`src/rtl/core/bcj2_branch_decoder_defines.svh`:
```
// Assertion macros shared by the branch decoder RTL.
// Included by modules that carry concurrent assertions; no other dependencies.
`ifndef BCJ2_BRANCH_DECODER_DEFINES_SVH
`define BCJ2_BRANCH_DECODER_DEFINES_SVH

// Implication checked on every clock edge outside reset.
`define BCJ_ASSERT_IMP(label, clk, rst, ante, cons, msg) \
  label: assert property (@(posedge clk) disable iff (rst) (ante) |-> (cons)) else $error(msg);

// Next-cycle implication checked outside reset.
`define BCJ_ASSERT_NEXT(label, clk, rst, ante, cons, msg) \
  label: assert property (@(posedge clk) disable iff (rst) (ante) |=> (cons)) else $error(msg);

`endif

```
`src/rtl/core/bcj_pkg.sv`:
```
// Package for the branch decoder: opcodes, stream codes, status codes, queue word type.
// No dependencies.
package bcj_pkg;
  localparam logic [1:0] OP_MAIN = 2'd0;
  localparam logic [1:0] OP_RANGE = 2'd1;
  localparam logic [1:0] OP_WORD = 2'd2;

  localparam logic [1:0] STR_MAIN = 2'd0;
  localparam logic [1:0] STR_RANGE = 2'd1;
  localparam logic [1:0] STR_CALL = 2'd2;
  localparam logic [1:0] STR_JUMP = 2'd3;

  localparam logic [2:0] ST_RUN = 3'd0;
  localparam logic [2:0] ST_DONE = 3'd1;
  localparam logic [2:0] ST_PROLOGUE = 3'd2;
  localparam logic [2:0] ST_OVERRUN = 3'd3;
  localparam logic [2:0] ST_OPCODE = 3'd4;

  localparam logic [31:0] TOP_LIMIT = 32'h0100_0000;

  typedef struct packed {
    logic [1:0] opcode;
    logic [7:0] in_byte;
    logic [31:0] target_word;
  } item_t;

  typedef struct packed {
    logic [31:0] val;
    logic [7:0] first_byte;
    logic four;
    logic valid;
    logic [1:0] need;
    logic [2:0] status;
  } res_t;
endpackage

```
`src/rtl/core/bcj_back.sv`:
```
// Back part: a small result queue and a serializer that splits word results into bytes.
// Depends on bcj_pkg; feeds the master-side stream of the top level.
module bcj_back (
  input  logic clk,
  input  logic rst,
  input  logic res_valid,
  output logic res_room,
  input  bcj_pkg::res_t res,
  output logic m_tvalid,
  input  logic m_tready,
  output logic [7:0] m_byte,
  output logic m_out_valid,
  output logic m_last,
  output logic [1:0] m_need,
  output logic [2:0] m_status
);
  import bcj_pkg::*;
  `include "bcj2_branch_decoder_defines.svh"

  res_t q [4];
  logic [1:0] wp, rp;
  logic [2:0] cnt;
  logic [1:0] sub;
  logic pop;
  res_t h;

  assign h = q[rp];
  // Room for a result even when one more lands before the count updates.
  assign res_room = cnt <= 3'd2;
  assign m_tvalid = cnt != 3'd0;
  assign m_byte = h.four ? h.val[8*sub +: 8] : h.first_byte;
  assign m_out_valid = h.valid;
  assign m_last = !h.four || sub == 2'd3;
  assign m_need = h.need;
  assign m_status = h.status;
  assign pop = m_tvalid && m_tready && m_last;

  always_ff @(posedge clk) begin
    if (rst) begin
      wp <= '0;
      rp <= '0;
      cnt <= '0;
      sub <= '0;
    end else begin
      if (res_valid) begin
        q[wp] <= res;
        wp <= wp + 2'd1;
      end
      if (m_tvalid && m_tready) begin
        sub <= m_last ? 2'd0 : sub + 2'd1;
      end
      if (pop) begin
        rp <= rp + 2'd1;
      end
      cnt <= cnt + 3'(res_valid) - 3'(pop);
    end
  end

  `BCJ_ASSERT_IMP(a_no_overflow, clk, rst, res_valid, cnt != 3'd4, "result queue overflow")
  `BCJ_ASSERT_IMP(a_sub_zero, clk, rst, m_tvalid && !h.four, sub == 2'd0, "serializer misaligned")
  `BCJ_ASSERT_NEXT(a_valid_hold, clk, rst, m_tvalid && !m_tready, m_tvalid, "output word withdrawn")
endmodule

```
`config.mk`:
```
export PLATFORM = sky130hd
export DESIGN_NAME = bcj_back
export DESIGN_NICKNAME = d
export VERILOG_FILES = /design/src/rtl/core/bcj_pkg.sv /design/src/rtl/core/bcj_back.sv
export VERILOG_INCLUDE_DIRS = /design/src /design/src/rtl/core
export SDC_FILE = /design/constraint.sdc
export NUM_CORES = 1
export LEC_CHECK = 0
export ABC_CLOCK_PERIOD_IN_PS = 5050
export BUFFER_PORTS_ARGS = -buffer_cell sky130_fd_sc_hd__buf_4
export CAP_MARGIN = 10
export CORE_MARGIN = 10
export CORE_UTILIZATION = 28
export CTS_CLUSTER_SIZE = 25
export DETAILED_ROUTE_END_ITERATION = 8
export GPL_TIMING_DRIVEN = 0
export SKIP_CTS_REPAIR_TIMING = 1
export SYNTH_ARGS = -nofsm -noshare
export SYNTH_HDL_FRONTEND = slang
export SYNTH_SLANG_ARGS = --single-unit
```
`constraint.sdc`:
```
create_clock -name clk -period 5.05 [get_ports clk]
set_input_delay 0.7575 -clock clk [delete_from_list [all_inputs] [get_ports clk]]
set_output_delay 0.7575 -clock clk [all_outputs]
set_load 0.01 [all_outputs]
```
### After elaboration in Yosys (flattened, before gate mapping)

Memories as Yosys holds them, arrays and structs flattened. A register that Yosys moved wholly into a read port is not among the register bits.
Cells that the tools add are included.
W data, S select, Z words.

| operators by class | value |
|---|---|
| add/subtract/negate cells | 5 |
| multipliers | 0 |
| divide/modulo/power cells | 0 |
| order comparisons | 1 |
| equality and inequality tests | 1 |
| shift operators | 1 |
| multiplexer cells | 7 |
| bitwise operators | 0 |
| reduce and logical (&&, ||, !) cells | 5 |

Operators with widths:

| kind | count |
|---|---|
| $shiftx A32 B6 Y8 | 1 |
| $mux W8 | 1 |
| $add A2 B1 Y2 const B | 3 |
| $mux W2 | 3 |
| $add A3 B1 Y3 | 1 |
| $le A3 B2 Y1 const B | 1 |
| $mux W1 | 3 |
| $reduce_bool A3 Y1 | 1 |
| $sub A3 B1 Y3 | 1 |
| $eq A2 B2 Y1 const B | 1 |
| $logic_and A1 B1 Y1 | 2 |
| $logic_not A1 Y1 | 1 |
| $logic_or A1 B1 Y1 | 1 |

| word-level totals | value |
|---|---|
| bits in registers | 9 |
| latch bits | 0 |
| memory bits (writable) | 188 |
| memory bits (read-only) | 0 |
| bits of input ports | 51 |
| output and inout bits | 17 |
| logic and storage cells | 25 |
| memories kept | 1 |

Memories:

| name | words | width | read ports | clocked after memory_dff | wr ports | line | RTL |
|---|---|---|---|---|---|---|---|
| q | 4 | 47 | 1 | 1 | 1 | bcj_back.sv:20 | `res_t q [4];` |

### Logic depth before layout (Yosys ltp)

| logic depth | value |
|---|---|
| depth in word-level cells | 5 |
| gate-level depth with buffers | 10 |
| mapped depth without buffers | 10 |

### Worst setup path after synthesis

OpenSTA, ideal clock, no wires.

| timing path | value |
|---|---|
| kind | input -> register |
| start point | input res_valid |
| end point | memory q[0][0] in the netlist's numbering, enable pin |
| library setup time | 409 ps |
| arrival | 2087 ps |
| slack | 2554 ps |
| stages | 2 |
| cell sequence | nor2b_1 -> and2_1 |

| on the way | value |
|---|---|
| cells in the longest elaborated chain, start to end | 3 |

Ends and longest elaborated chain:

| item | line | RTL |
|---|---|---|
| start: declaration | bcj_back.sv:6 | `input logic res_valid,` |
| $mux W1 | bcj_back.sv:45 | `if (res_valid) begin` |
| $mux W1 | bcj_back.sv:39 | `if (rst) begin` |
| $mux W1 (not written as such) | bcj_back.sv:46 | `q[wp] <= res;` |
| end: declaration | bcj_back.sv:20 |  |

No other way between the ends.

### Worst setup path after layout

| timing path | value |
|---|---|
| start point | register sub[1] |
| end point | output m_byte[2] |

| on the way | value |
|---|---|
| cells in the longest elaborated chain, start to end | 2 |

Ends and longest elaborated chain:

| item | line | RTL |
|---|---|---|
| start: declaration | bcj_back.sv:23 | `logic [1:0] sub;` |
| start signal: assignment | bcj_back.sv:50 | `sub <= m_last ? 2'd0 : sub + 2'd1;` |
| $shiftx A32 B6 Y8 | bcj_back.sv:31 | `assign m_byte = h.four ? h.val[8*sub +: 8] : h.first_byte;` |
| $mux W8 | bcj_back.sv:31 |  |
| end: declaration | bcj_back.sv:11 | `output logic [7:0] m_byte,` |

No other way between the ends.

==> metrics.txt <==
final WL roughly 16 mm; vias 3636; Worst path top cell family by delay buffers and inverters; worst r2r src cnt[1]; setup slack, reg-to-reg 2.47 ns; fmax 296 MHz; Worst Path Max Fanout 10; Clock transition at path regs 0.07 ns; status complete, no violations; latest clock arrival within the worst-skew pair between 0.4 and 0.5 ns; HP Start res[4]; largest net degree at the start of global routing 32; setup violators final 0; LEAKAGE 3.02 nW; DR WL/cell 20.6 µm; Crit path buffers/inverters 2; Seq/Total Area, Yosys 76.5%; Post-Syn Area per Cell about 22 µm²; worst r2r path cells 9; CTS tree done; ANT cells 0; endpoint class of the critical path output port; RSZ-0062 raised after global routing no; total grt overflow 0; Initial Utilization 28.4%; Multi-input gate area 0.00166 mm²; Worst VDD drop 0.241 mV; die width 185 µm; critical path startpoint category flip-flop; XOR/XNOR Fraction of Synth Area 0.228%; Worst Hold Depth 1; vias in the first global route 4134; Die Height roughly 190 µm; Post-Synth Adder-Cell Area between 1.5 and 2%; Vias/cell 4.59; mux cell area share after synthesis 15.4%; Worst Tran Pin Value 0.787 ns; Root Buffer clkbuf_16; design area 0.00932 mm²; total core area 0.0270 mm²; Initial DRC Count 328; CP max stage cell clkbuf_1; Req. time, crit path 4.29 ns; Post-Syn Area 0.00767 mm²; Synth warnings 0; synthesis-stage register bit count 199; WS Path Type reg2out; FF/Latch Area 0.00587 mm²; nets between 400 and 500; critical path arrival 2.62 ns; setup tns final 0 ns; DRC violations left 0; Inserted Clock Buffers 17; Yosys cell types 28; initial antenna violation count 0; commonest cells after routing, fill and taps aside edfxtp_1 (188), buf_4 (71), mux4_2 (47), clkbuf_16 (17), nor2_1 (15); dpl cell area 0.00868 mm²; Bufs on Longest Clock Path 2; Post-Syn Nets 409; total track usage 10.0%; critical path's largest stage delay 0.55 ns; Hold EP q[1][4]; Synth Area in Compound Gates 2.14%; post-synthesis simple-gate area fraction around 2.2%; I/O pin count 68; Die ar. 0.0344 mm²; worst path cell trace clkbuf_1 > mux4_2 > o22ai_1 > a221oi_1 > buf_4; Hold Vio Cnt, Final 0; drt first pass iters 4; Power Density 414 mW/mm²; routability cong. 0.694; commonest non-fill, non-tap cell in the layout edfxtp_1; H-tree depth 4; largest family of logic cells by synthesized area multiplexers; remaining antenna violation count after routing 0; Mapped Cells 349; crit path time final approximately 3.4 ns; post-DP HPWL 11.3 mm; final slew viol count 0; CTS sink cnt between 150 and 200; Syn-to-layout area delta 21.5%; MaxCap Viol Count 0; layout cell share with drive strength beyond 1 38.3%; Rows 60; Critical R2R Capture cnt[2]; HP Class in2reg; IO buf count 67; fillers 2489; Worst Skew approximately 0.0090 ns; period utilisation layout around two thirds; Max-slew headroom a little under half; first-pass GRT wire length 25.1 mm
-- final cells by class --
type                       count  area share [%]
inverter                       9           0.363
multi-input combinational    125            17.8
clock buffer                  17            4.57
clock inverter                15            2.26
sequential                   199            63.0
buffer                        16            1.25
tap                          341            4.58
timing repair buffer          71            6.26
-- routing by layer --
layer  up-vias  global-route usage [%]  wire length (µm)
li1       1634                       -                 -
met1      1887                    11.9              6770
met2        95                    16.9              8540
met3        20                    2.75               786
met4         0                    3.64               243
met5         -                       0                 0
-- cells by family (layout without fill, tap and decap cells) --
group / count (synthesis) / in the layout
compound gates: 22 / 22
xor+xnor: 2 / 2
fa+ha+maj: 9 / 9
buf+inv: 25 / 128
flops: 199 / 199
mux: 59 / 59
simple gates: 33 / 33
-- stage by stage --
stage               utilization (%)  setup WS, ns  total power, mW  std cells  hold WS, ns
floorplan                         -          2.55             2.24        349        0.487
global placement               31.9          1.52             2.45        757        0.517
detailed placement             32.2          2.13             2.48        761        0.548
CTS                            34.6          1.64             3.91        793        0.499
global route                   34.6          1.47             4.01        793        0.502
finish                         34.6          1.67             3.85        793        0.520
-- cells in the mapped netlist --
library cell | instances | share of area, %
a221oi_1 | 8 | 0.91
buf_4 | 4 | 0.39
mux2_2 | 3 | 0.44
nand2b_1 | 2 | 0.16
mux4_2 | 47 | 14
buf_6 | 5 | 0.73
mux2i_1 | 9 | 1.2
nor2b_1 | 3 | 0.24
or2_2 | 2 | 0.16
nand4b_1 | 1 | 0.11
xnor2_1 | 2 | 0.23
ha_1 | 8 | 1.3
a211oi_2 | 1 | 0.16
buf_2 | 3 | 0.20
inv_1 | 9 | 0.44
fa_1 | 1 | 0.26
and2_1 | 5 | 0.41
or4b_1 | 1 | 0.13
nor2_1 | 15 | 0.73
o31ai_1 | 1 | 0.098
a21oi_1 | 3 | 0.20
o22ai_1 | 8 | 0.65
nand3_1 | 1 | 0.065
nand2_1 | 3 | 0.15
a31o_2 | 1 | 0.11
clkbuf_1 | 4 | 0.20
edfxtp_1 | 188 | 74
dfxtp_1 | 11 | 2.9
-- flip-flops by register name (all words and copies together), names as in the netlist, named ones only --
name and flops:
cnt 3, q 188, rp 2, sub 2, wp 2
-- where the power goes --
group / internal, mW / switching, mW / total, mW
logic: 0.260 / 0.277 / 0.537
registers: 1.87 / 0.0244 / 1.89
clock network: 0.801 / 0.625 / 1.43
-- worst register-to-register path: stages (launching register included) --
cell	delay, ns
dfxtp_1	0.36
o31ai_1	0.70
a21oi_1	0.20
ha_1	0.34
inv_1	0.06
ha_1	0.14
inv_1	0.05
fa_1	0.38
xnor2_1	0.18
nor2_1	0.05
-- worst max-delay path by stage --
| stage | start | to | slack [ns] | cells past startpoint |
|---|---|---|---|---|
| 5_1_grt | sub[1] | m_byte[2] | 1.47 | 5 |
| 2_1_floorplan | res_valid | q[0][0] | 2.55 | 2 |
| 3_5_place_dp | sub[1] | m_byte[2] | 2.13 | 5 |
| 3_3_place_gp | res_valid | q[1][3] | 1.52 | 3 |
| 6_report | sub[1] | m_byte[2] | 1.67 | 5 |
| 4_1_cts | sub[1] | m_byte[2] | 1.64 | 5 |
(Power assumes the default switching activity.)
